==> src/rtl/mta_pkg.sv <==
// Shared types and constants for the mesh tangent accumulator.
// No dependencies.
package mta_pkg;

	localparam int IDX_W            = 10;
	localparam int POS_W            = 32;
	localparam int UV_W             = 16;
	localparam int SUM_W            = 48;
	localparam int CNT_W            = 16;
	localparam int OUT_W            = 32;
	localparam int DEF_VERTEX_DEPTH = 1024;

	// divider: 34-bit divisor, 48 quotient bits
	localparam int DIV_W = 34;
	localparam int QUO_W = 48;

	localparam logic [1:0] KIND_LOAD = 2'd0;
	localparam logic [1:0] KIND_TRI  = 2'd1;
	localparam logic [1:0] KIND_READ = 2'd2;

	typedef struct packed {
		logic             start;
		logic [DIV_W-1:0] rem_init;
		logic [QUO_W-1:0] dividend;
		logic [DIV_W-1:0] divisor;
	} div_req_t;

	typedef struct packed {
		logic             done;
		logic [QUO_W-1:0] quo;
	} div_rsp_t;

endpackage

==> src/rtl/mta_div.sv <==
// Unsigned restoring divider, one quotient bit per cycle.
// Depends on mta_pkg.
module mta_div import mta_pkg::*; (
	input  logic     clk,
	input  logic     arst_n,
	input  div_req_t req,
	output div_rsp_t rsp
);
	localparam int CW = $clog2(QUO_W + 1);

	logic [DIV_W-1:0] r_q;
	logic [DIV_W-1:0] d_q;
	logic [QUO_W-1:0] q_q;
	logic [CW-1:0]    cnt_q;
	logic             busy_q;
	logic             done_q;

	logic [DIV_W:0] sh;
	logic [DIV_W:0] diff;
	logic           ge;

	assign sh   = {r_q, q_q[QUO_W-1]};
	assign ge   = sh >= {1'b0, d_q};
	assign diff = sh - {1'b0, d_q};

	always_ff @(posedge clk or negedge arst_n) begin
		if (!arst_n) begin
			busy_q <= 1'b0;
			done_q <= 1'b0;
			cnt_q  <= '0;
		end else begin
			done_q <= 1'b0;
			if (req.start) begin
				busy_q <= 1'b1;
				cnt_q  <= CW'(QUO_W);
			end else if (busy_q) begin
				cnt_q <= cnt_q - 1'b1;
				if (cnt_q == CW'(1)) begin
					busy_q <= 1'b0;
					done_q <= 1'b1;
				end
			end
		end
	end

	always_ff @(posedge clk) begin
		if (req.start) begin
			r_q <= req.rem_init;
			q_q <= req.dividend;
			d_q <= req.divisor;
		end else if (busy_q) begin
			r_q <= ge ? diff[DIV_W-1:0] : sh[DIV_W-1:0];
			q_q <= {q_q[QUO_W-2:0], ge};
		end
	end

	assign rsp.done = done_q;
	assign rsp.quo  = q_q;

endmodule
==> config.mk <==
export PLATFORM = sky130hd
export DESIGN_NAME = mta_div
export DESIGN_NICKNAME = d
export VERILOG_FILES = /design/src/rtl/mta_pkg.sv /design/src/rtl/mta_div.sv
export SDC_FILE = /design/constraint.sdc
export NUM_CORES = 1
export LEC_CHECK = 0
export BUFFER_PORTS_ARGS = -buffer_cell sky130_fd_sc_hd__buf_2
export CAP_MARGIN = 15
export CORE_MARGIN = 3
export CORE_UTILIZATION = 55
export CTS_CLUSTER_DIAMETER = 150
export DETAILED_ROUTE_END_ITERATION = 12
export GPL_ROUTABILITY_DRIVEN = 0
export HOLD_SLACK_MARGIN = 0.05
export PLACE_DENSITY = 0.78
export SKIP_LAST_GASP = 1
export SLEW_MARGIN = 30
export SYNTH_ARGS = -nofsm -noshare
export SYNTH_HDL_FRONTEND = slang
export SYNTH_SLANG_ARGS = --single-unit
==> constraint.sdc <==
create_clock -name clk -period 3.3 [get_ports clk]
set_input_delay 0.165 -clock clk [delete_from_list [all_inputs] [get_ports clk]]
set_output_delay 0.165 -clock clk [all_outputs]
set_load 0.005 [all_outputs]
Word level (Yosys, flattened, before mapping)
Index checks and enable logic that the tools add are counted.

word-level totals
  output and inout port bits = 49
  logic and storage cells = 24
  register bits after elaboration = 124
  input port bits = 119

cells by class
  add/subtract/negate cells = 2
  $lt $le $gt $ge = 1
  mux-type cells = 13
  eq/ne operators = 1
  reduce and logical (&&, ||, !) cells = 1

operator list
  cell                 count
  $mux 34              3
  $mux 48              2
  $ge 35x34->1         1
  $sub 34x34->34       1
  $mux 6               2
  $eq 6x1->1 const B   1
  $mux 1               6
  $sub 6x1->6 const B  1
  $reduce_bool 2->1    1

Depth between registers and ports, before layout
Gate-level depths: netlist of run 1.

  depth after elaboration = 4
  gate-level depth with buffers = 14
  depth with buffers taken out = 12

Worst setup path after synthesis of run 1
OpenSTA, ideal clock, no wires.

  path kind = input to register
  start point = input port req[116] (netlist name)
  end point = register q_q[0] (enable)
  data arrival time = 2413 ps
  required time = 2864 ps
  path buffers = 2
  setup slack = 451 ps
  library setup time = 436 ps
  stages on the path = 4
  path through = clkbuf_1 > clkbuf_1 > nor2_1 > inv_1

on the way
  word-level cells in the longest chain between the ends = 1

RTL lines
  item                                line           text
  start: declaration                  mta_div.sv:6   input div_req_t req,
  $reduce_bool 2->1 (no source line)  n/a
  end signal: assignment              mta_div.sv:49  q_q <= req.dividend;
  end signal: assignment              mta_div.sv:53  q_q <= {q_q[QUO_W-2:0], ge};
  end: declaration                    mta_div.sv:13  logic [QUO_W-1:0] q_q;

Every way passes these cells.
A chain may end at the register's enable or synchronous reset.

Worst setup path after layout of run 1
  start point = register q_q[47]
  end point = register r_q[32], data pin

on the way
  word-level cells in the longest chain between the ends = 4
  elaborated cells on any way between the ends = 5
  those cells by class = add/sub: 1; order compare: 1; mux: 3

RTL lines
  item                                            line                          text
  $sub 34x34->34 or $ge 35x34->1 (tied branches)  mta_div.sv:24, mta_div.sv:23
  $mux 34 (*)                                     mta_div.sv:52                 r_q <= ge ? diff[DIV_W-1:0] : sh[DIV_W-1:0];
  $mux 34 (*)                                     mta_div.sv:51                 end else if (busy_q) begin
  $mux 34 (*)                                     mta_div.sv:47                 if (req.start) begin
  end signal: assignment                          mta_div.sv:48                 r_q <= req.rem_init;
  end signal: assignment                          mta_div.sv:52
  end: declaration                                mta_div.sv:11                 logic [DIV_W-1:0] r_q;

Mark *: on every way between the ends. The rest lies on a longest branch, timed or not. The select of a mux whose other input is x is not followed.

==> reports/qor.yml, run 1 <==
htree_levels: 4
pre_cts_ws_ns: 0.219
place_hpwl_um: 12600
antenna_found_initial: 0
grt_overflow: 0
total_power_uw: 7650
die_area_sq_um: 14700
remaining_drc_errors: 0
antenna_left: 0
area_delta_synth_final_pct: 33.6
grt_pass1_wl_um: 31000
required_ns: 3.57
ioPinCount: 168
max_slew_margin_pct: 43.0
synthCells: 638
cp-end-kind: "flop"
peakVddDrop_mv: 0.490
vias: 6027
wl_per_cell_um: 17.7
power_density_nw_per_um2: 784
final_area_sq_um: 9760
fmax_mhz: 324
cts_root_buffer: "clkbuf_16"
cts.path.max_buffers: 2
postPlaceCellArea_sq_um: 8260
synth_top_cell_area_share_pct: 47.7
tightest_slew_ns: 0.855
status: "complete, no violations"
period_share_pct: 93.6
synthDistinctLibCells: 77
crit_chain: "inv_1 -> ha_1 -> fa_1 -> nand2b_1 -> a21oi_2 -> o21ai_0 -> nand3_1 -> a31oi_1 -> o41ai_2 -> mux2_1 -> a31o_1 -> a2bb2oi_1"
wirelength_um: 19000
path_clk_slew_ns: 0.06
grt_pass1_vias: 6357
setup_viol: 0
synth_most_common_cell: "edfxtp_1"
clock_skew_ns: 0.00715
arrival_ns: 3.36
synth.area.top_cells: "edfxtp_1 (48%), mux2_2 (7.6%), ha_1 (6.2%)"
syn-cell-area_sq_um: 7310
yosysWarnings: 0
drv_cap: 0
leakagePower_uw: 0.00423
grt_max_degree: 79
die_w_um: 121
die_h_um: 121
grt.total_usage_pct: 26.7
critPathMaxFanout: 4
syn_area_per_cell_sq_um: 11.5
start_kind: "flop"
syn_nets: 794
coreArea_sq_um: 12800
n_antenna_cell: 0
slew_violations: 0
ys_top_cells_by_count: "edfxtp_1 (116), nand2_1 (52), inv_1 (50)"
first_pass_iters: 5
max_stage_delay_ns: 0.41
synth_edf_count: 116
synth_ff_type: "edfxtp_1"
hold_class: "input port to flop"
dr.first_iter.drc_count: 332
cts_tree: "yes"
nNetsFinal: 1048
ys_async_sr_fraction_pct: 6.45
numPortBuffers: 167
clk_latency_ns: 0.42
rsz0062_at_grt: "false"
critPathKind: "flop to flop"
start_util_pct: 57.0
synth_area_leader_cell: "edfxtp_1"
cts_sinks: 124
fin_crit_ns: 3.09
numCtsBuffers: 17
drive_above_1_share_pct: 31.0
synth-seq-cells: 124
ys_seq_area_share_pct: 50.4
rows: 41
setup_slack_ns: 0.211
hold_viol: 0
tns_ns: 0
vias_per_cell: 5.60
cp_slowest_cell: "o41ai_2"
-- layout by cell type, fill, tap and decap left out, drive strengths merged, types with 29 or more instances in the layout --
master and n:
ha 36, nor2 29, mux2 50, edfxtp 116, dlygate4sd3 88, nand2 52, buf 176, a21oi 37
inv 53
-- routing by layer --
layer	GRT usage [%]	routed length, um
met1	32.5	7900
met2	45.7	9400
met3	7.97	1370
met4	8.61	359
met5	0	0
-- repair_timing --
action / 4_1_cts / 5_1_grt
hold buffers: 88 / 0
setup buffers: 0 / 1
endpoints found under the hold margin: 95 / 0
endpoints found under the setup margin: 0 / 1
resized for setup: 0 / 1
-- stage by stage --
step                hold WS, ns  cells  utilization (%)
floorplan                -0.131    638                -
global placement        0.00811    956             64.4
detailed placement       0.0158    956             64.4
CTS                      0.0512   1076             76.0
global route             0.0528   1077             76.1
finish                   0.0602   1077             76.1
-- report_power, final --
part           leakage [uW]  switching [uW]  internal [uW]
Sequential          0.00130             201           2150
Clock              0.000286             727           1210
Combinational       0.00265            1890           1460
Total               0.00423            2820           4830
-- layout make-up --
type | instances | area, sq um
Tap cell | 172 | 215
Clock inverter | 13 | 165
Inverter | 50 | 188
Sequential cell | 124 | 3680
Fill cell | 850 | 3060
Timing Repair Buffer | 264 | 1790
Clock buffer | 19 | 443
Multi-Input combinational cell | 435 | 3280
-- state kept, by name (all words and copies together) (netlist names) --
| register | flops |
|---|---|
| busy_q | 1 |
| done_q | 1 |
| q_q | 48 |
| d_q | 34 |
| cnt_q | 6 |
| r_q | 34 |
-- worst max-delay path: cells and delay by family (launching register included) --
| kind | cells | cell delay [ns] |
|---|---|---|
| AOI/OAI and AO/OA | 6 | 1.24 |
| adders and majority gates | 2 | 0.62 |
| buffers and inverters | 1 | 0.06 |
| DFF | 1 | 0.35 |
| muxes | 1 | 0.36 |
| and+or+nand+nor | 2 | 0.32 |
-- cells by family (layout without fill, tap and decap cells) --
| logic type | after synthesis | in the layout | synth area share [%] |
|---|---|---|---|
| multiplexers | 60 | 60 | 9.08 |
| flip-flops | 124 | 124 | 50.4 |
| adder cells (fa/ha/maj) | 37 | 37 | 6.44 |
| AO/OA/AOI/OAI | 141 | 141 | 14.3 |
| XOR/XNOR | 33 | 33 | 3.96 |
| buffers and inverters | 79 | 346 | 4.73 |
| AND/OR/NAND/NOR | 164 | 164 | 11.1 |
-- worst paths after layout --
path | start | endpoint | slack [ns] | depth (start not counted)
worst min register to register | cnt_q[5] | cnt_q[5] | 0.54 | 2
worst max register to register | q_q[47] | r_q[32] | 0.21 | 12
worst max-delay path | q_q[47] | r_q[32] | 0.21 | 12
worst min-delay path | req[65] | q_q[31] | 0.06 | 2
max in group asynchronous | arst_n | cnt_q[5] | 3.02 | 2
min in group asynchronous | arst_n | cnt_q[4] | 0.11 | 2
Note: power is estimated with default switching activity, not from simulation.
==> run 2, diff against run 1 <==
Settings changed: CORE_ASPECT_RATIO from default to 2, SKIP_LAST_GASP 1 to default.
==> reports/qor.yml, run 2 (same netlist as run 1, synthesis figures left out) <==
max_slew_margin_pct: 46.2  # +3.1 points
arrival_ns: 3.40  # +0.04 ns
ioPinCount: 168  # unchanged
wirelength_um: 18500  # -2.8%
p_int_uw: 4830  # about the same
numPortBuffers: 167  # unchanged
drv_cap: 0  # unchanged
die_w_um: 87.5  # -28%
htree_levels: 4  # unchanged
largest_reg_flops: 48  # unchanged
required_ns: 3.55  # -0.02 ns
hold_class: "input port to flop"
fin_crit_ns: 3.14  # +0.0523 ns
start_util_pct: 56.2  # -0.74 points
start_kind: "flop"
postPlaceCellArea_sq_um: 8260  # about the same
tns_ns: 0  # unchanged
finalNonFillerCells: 1025  # -4.8%
grt_pass1_vias: 6175  # -2.9%
total_power_uw: 7710  # +0.85%
met1_usage_pct: 26.1  # -6.4 points
critPathKind: "flop to flop"
clock_skew_ns: 0.0120  # +0.00486 ns
die_h_um: 169  # +39%
dr.first_iter.drc_count: 262  # -21%
cp-end-kind: "flop"
remaining_drc_errors: 0  # unchanged
grt_max_degree: 136  # +72%
vias_per_cell: 5.75  # +2.8%
switching_power_uw: 2890  # +2.2%
first_pass_iters: 6  # +1
fmax_mhz: 318  # -1.7%
slew_violations: 0  # unchanged
cts_root_buffer: "clkbuf_16"
critPathMaxFanout: 4  # unchanged
rows: 59  # +44%
cts.path.max_buffers: 2  # unchanged
tightest_slew_ns: 0.807  # -0.0480 ns
grt_busiest_layer: "met2"
path_clk_slew_ns: 0.06  # about the same
mostFrequentLayoutCell: "buf_2"
drive_above_1_share_pct: 32.6  # +1.5 points
area_delta_synth_final_pct: 29.5
place_hpwl_um: 12700  # +0.30%
cts_sinks: 124  # unchanged
seqPwrFrac_pct: 30.4  # -0.4 points
nNetsFinal: 1015  # -3.1%
dp_cells: 935  # -2.2%
grt_pass1_wl_um: 29200  # -5.9%
leakagePower_uw: 0.00411  # -2.9%
cts_tree: "yes"
grt_overflow: 0  # unchanged
numCtsBuffers: 17  # unchanged
met3_usage_pct: 3.80  # -4.2 points
period_share_pct: 95.2  # +1.6 points
final_area_sq_um: 9470  # -3.1%
status: "complete, no violations"
layout_common_cells: "buf_2 (166), edfxtp_1 (116), dlygate4sd3_1 (56)"
coreArea_sq_um: 13000  # +1.3%
antenna_left: 0  # unchanged
wl_per_cell_um: 18.0  # +2.1%
vias: 5896  # -2.2%
peakVddDrop_mv: 0.505  # +3.0%
clkPwrFrac_pct: 25.1  # -0.3 points
die_area_sq_um: 14800  # +0.57%
power_density_nw_per_um2: 815  # +4.0%
top_register: "q_q"
fin_util_pct: 72.9  # -3.3 points
setup_viol: 0  # unchanged
hold_viol: 0  # unchanged
reg_top3: "q_q x48, d_q x34, r_q x34"
clk_latency_ns: 0.41  # about the same
grt_use_met2_pct: 46.4  # +0.67 points
antenna_found_initial: 1  # +1
power.share.switching_pct: 37.4  # +0.51 points
grt.total_usage_pct: 25.2  # -1.5 points
p_comb_share_pct: 44.5  # +0.6 points
[run 2: layout make-up]
cell class	instances	area [sq um]
Timing Repair Buffer	231	1480
Multi-Input combinational cell	435	3300
Sequential cell	124	3680
Inverter	50	189
Tap cell	152	190
Clock inverter	14	183
Antenna cell	1	2.50
Fill cell	892	3530
Clock buffer	18	429
[run 2: power by group through the flow]
stage                     Sequential [uW]  Combinational, uW  Clock, uW
final                                2350               3430       1940
after global routing                 2380               3770       2010
after CTS                            2340               3360       1960
after detailed placement             2370               3250          0
after global placement               2350               3180          0
after floorplan                      2320               2530          0
[run 2: per-stage QoR]
stage / setup slack, ns / hold slack [ns]
after floorplan: 0.451 / -0.131
after global placement: 0.141 / 0.00835
after detailed placement: 0.137 / 0.0186
after CTS: 0.00230 / 0.0507
after global routing: -0.00660 / 0.0548
final: 0.158 / 0.0576
[run 2: worst max-delay path: stages (launching register included)]
cell and delay [ns]:
edfxtp_1 0.36, inv_1 0.06, ha_1 0.22, fa_1 0.40
nand2b_1 0.19, a21oi_2 0.19, o21ai_0 0.16, nand3_1 0.12
a31oi_1 0.20, o41ai_2 0.41, mux2_1 0.37, a31o_1 0.17
a2bb2oi_1 0.14
[run 2: repair_timing]
action | 4_1_cts | 5_1_grt
setup buffers | 0 | 1
endpoints found under the setup margin | 0 | 7
hold endpoints to repair | 63 | 0
hold buffers | 56 | 0
gates resized for setup | 0 | 5
[run 2: worst paths after layout]
kind | end | slack (ns) | cells after the start | start
max reg2reg | r_q[32] | 0.16 | 12 | q_q[47]
min in group asynchronous | done_q | 0.12 | 2 | arst_n
max | r_q[32] | 0.16 | 12 | q_q[47]
max in group asynchronous | cnt_q[5] | 3.00 | 2 | arst_n
min | r_q[9] | 0.06 | 3 | req[91]
min reg2reg | cnt_q[4] | 0.56 | 2 | cnt_q[4]
[run 2: metal layers]
metal,routed length (um),vias to the layer above
met5,0,-
met2,10600,197
li1,-,2834
met1,6440,2811
met4,814,0
met3,631,54
==> run 3, diff against run 2 <==
Settings changed: RECOVER_POWER from default to 50.
==> reports/qor.yml, run 3 (same netlist as run 1, synthesis figures left out) <==
status: "complete, no violations"
grt_overflow: 0  # unchanged
rows: 59  # unchanged
ioPinCount: 168  # unchanged
wirelength_um: 18500  # +0.10%
vias_per_cell: 5.73  # -0.32%
layout_common_cells: "buf_2 (152), edfxtp_1 (116), dlygate4sd3_1 (56)"
cp_slowest_cell: "o41ai_2"
grt.total_usage_pct: 25.2  # unchanged
clock_skew_ns: 0.0121  # +0.000122 ns
hold_viol: 0  # unchanged
cp_num_cells: 12  # unchanged
cts_sinks: 124  # unchanged
slew_violations: 0  # unchanged
critPathMaxFanout: 4  # unchanged
largest_reg_flops: 48  # unchanged
drv_cap: 0  # unchanged
peakVddDrop_mv: 0.505  # about the same
drive_above_1_share_pct: 30.7  # -1.8 points
place_hpwl_um: 12700  # unchanged
cp_num_buf_inv: 1  # unchanged
required_ns: 3.55  # about the same
clk_latency_ns: 0.41  # about the same
leakagePower_uw: 0.00407  # -1.0%
remaining_drc_errors: 0  # unchanged
path_clk_slew_ns: 0.06  # about the same
cts.path.max_buffers: 2  # unchanged
antenna_found_initial: 1  # unchanged
numPortBuffers: 167  # unchanged
start_kind: "flop"
dr.first_iter.drc_count: 231  # -12%
cts_tree: "yes"
max_stage_delay_ns: 0.41  # about the same
wl_per_cell_um: 18.1  # +0.10%
period_share_pct: 95.1  # -0.12 points
power_density_nw_per_um2: 817  # +0.21%
reg_top3: "q_q x48, d_q x34, r_q x34"
arrival_ns: 3.39  # about the same
cts_root_buffer: "clkbuf_16"
worstHoldPathCells: 3  # unchanged
grt_max_degree: 136  # unchanged
cp-end-kind: "flop"
hold_ws_ns: 0.0572  # -0.000369 ns
numCtsBuffers: 17  # unchanged
area_delta_synth_final_pct: 29.2
die_h_um: 169  # unchanged
reg2reg_depth: 12  # unchanged
max_slew_margin_pct: 45.7  # -0.49 points
grt_pass1_vias: 6175  # unchanged
hold_class: "input port to flop"
start_util_pct: 56.2  # unchanged
htree_levels: 4  # unchanged
vias: 5877  # -0.32%
top_register: "q_q"
tightest_slew_ns: 0.814  # +0.00739 ns
coreArea_sq_um: 13000  # unchanged
nNetsFinal: 1015  # unchanged
crit_chain: "inv_1 -> ha_1 -> fa_1 -> nand2b_1 -> a21oi_2 -> o21ai_0 -> nand3_1 -> a31oi_1 -> o41ai_2 -> mux2_1 -> a31o_1 -> a2bb2oi_1"
dp_cells: 935  # unchanged
first_pass_iters: 5  # -1
fmax_mhz: 319  # +0.13%
setup_viol: 0  # unchanged
antenna_left: 0  # unchanged
die_w_um: 87.5  # unchanged
grt_pass1_wl_um: 29200  # unchanged
fin_crit_ns: 3.14  # -0.00404 ns
mostFrequentLayoutCell: "buf_2"
finalNonFillerCells: 1025  # unchanged
crit_family: "compound AO/OA/AOI/OAI gates"
critPathKind: "flop to flop"
die_area_sq_um: 14800  # unchanged
## run 3: worst register-to-register path, delay by kind of cell (launching register included)
kind,cells,cell delay (ns)
simple gates,2,0.31
buf+inv,1,0.06
fa+ha+maj,2,0.62
compound gates,6,1.27
flops,1,0.36
mux,1,0.37
## run 3: layout make-up
type	instances	area, sq um
multi-input combinational	435	3300
sequential	124	3680
timing repair buffer	231	1460
clock buffer	18	429
antenna	1	2.50
tap	152	190
fill	904	3550
clock inverter	14	183
inverter	50	189
## run 3: per-stage QoR
stage	setup TNS [ns]	total power, uW	setup slack (ns)	area, sq um	util [%]
2_1_floorplan	0	4850	0.451	7310	-
3_3_place_gp	0	5530	0.141	8260	63.5
3_5_place_dp	0	5620	0.137	8260	63.5
4_1_cts	0	7670	0.00230	9430	72.6
5_1_grt	-0.00660	8160	-0.00660	9440	72.7
6_report	0	7710	0.162	9440	72.7
## run 3: final timing paths
kind	startpoint	endpoint	slack (ns)
min in group asynchronous	arst_n	done_q	0.21
max	q_q[47]	r_q[32]	0.16
max reg2reg	q_q[47]	r_q[32]	0.16
min	req[91]	r_q[9]	0.06
min reg2reg	cnt_q[4]	cnt_q[4]	0.56
max in group asynchronous	arst_n	cnt_q[5]	2.77
## run 3: power breakdown
group          switching [uW]  total (uW)  leakage [uW]  internal [uW]
combinational            1960        3430       0.00248           1470
sequential                194        2350       0.00130           2150
clock                     734        1940      0.000289           1200
total                    2890        7710       0.00407           4820
## run 3: per-layer routing
| layer | track usage (%) | part of all wire (%) | vias to the layer above |
|---|---|---|---|
| met5 | 0 | 0 | - |
| met4 | 14.5 | 4.4 | 0 |
| met3 | 3.80 | 3.5 | 57 |
| met2 | 46.4 | 57 | 195 |
| met1 | 26.1 | 35 | 2792 |
| li1 | - | - | 2833 |
## run 3: repair_timing
action,CTS,global route
hold buffers,56,0
endpoints found under the hold margin,63,0
setup endpoints to repair,0,7
buffers inserted,0,1
resized for setup,0,5
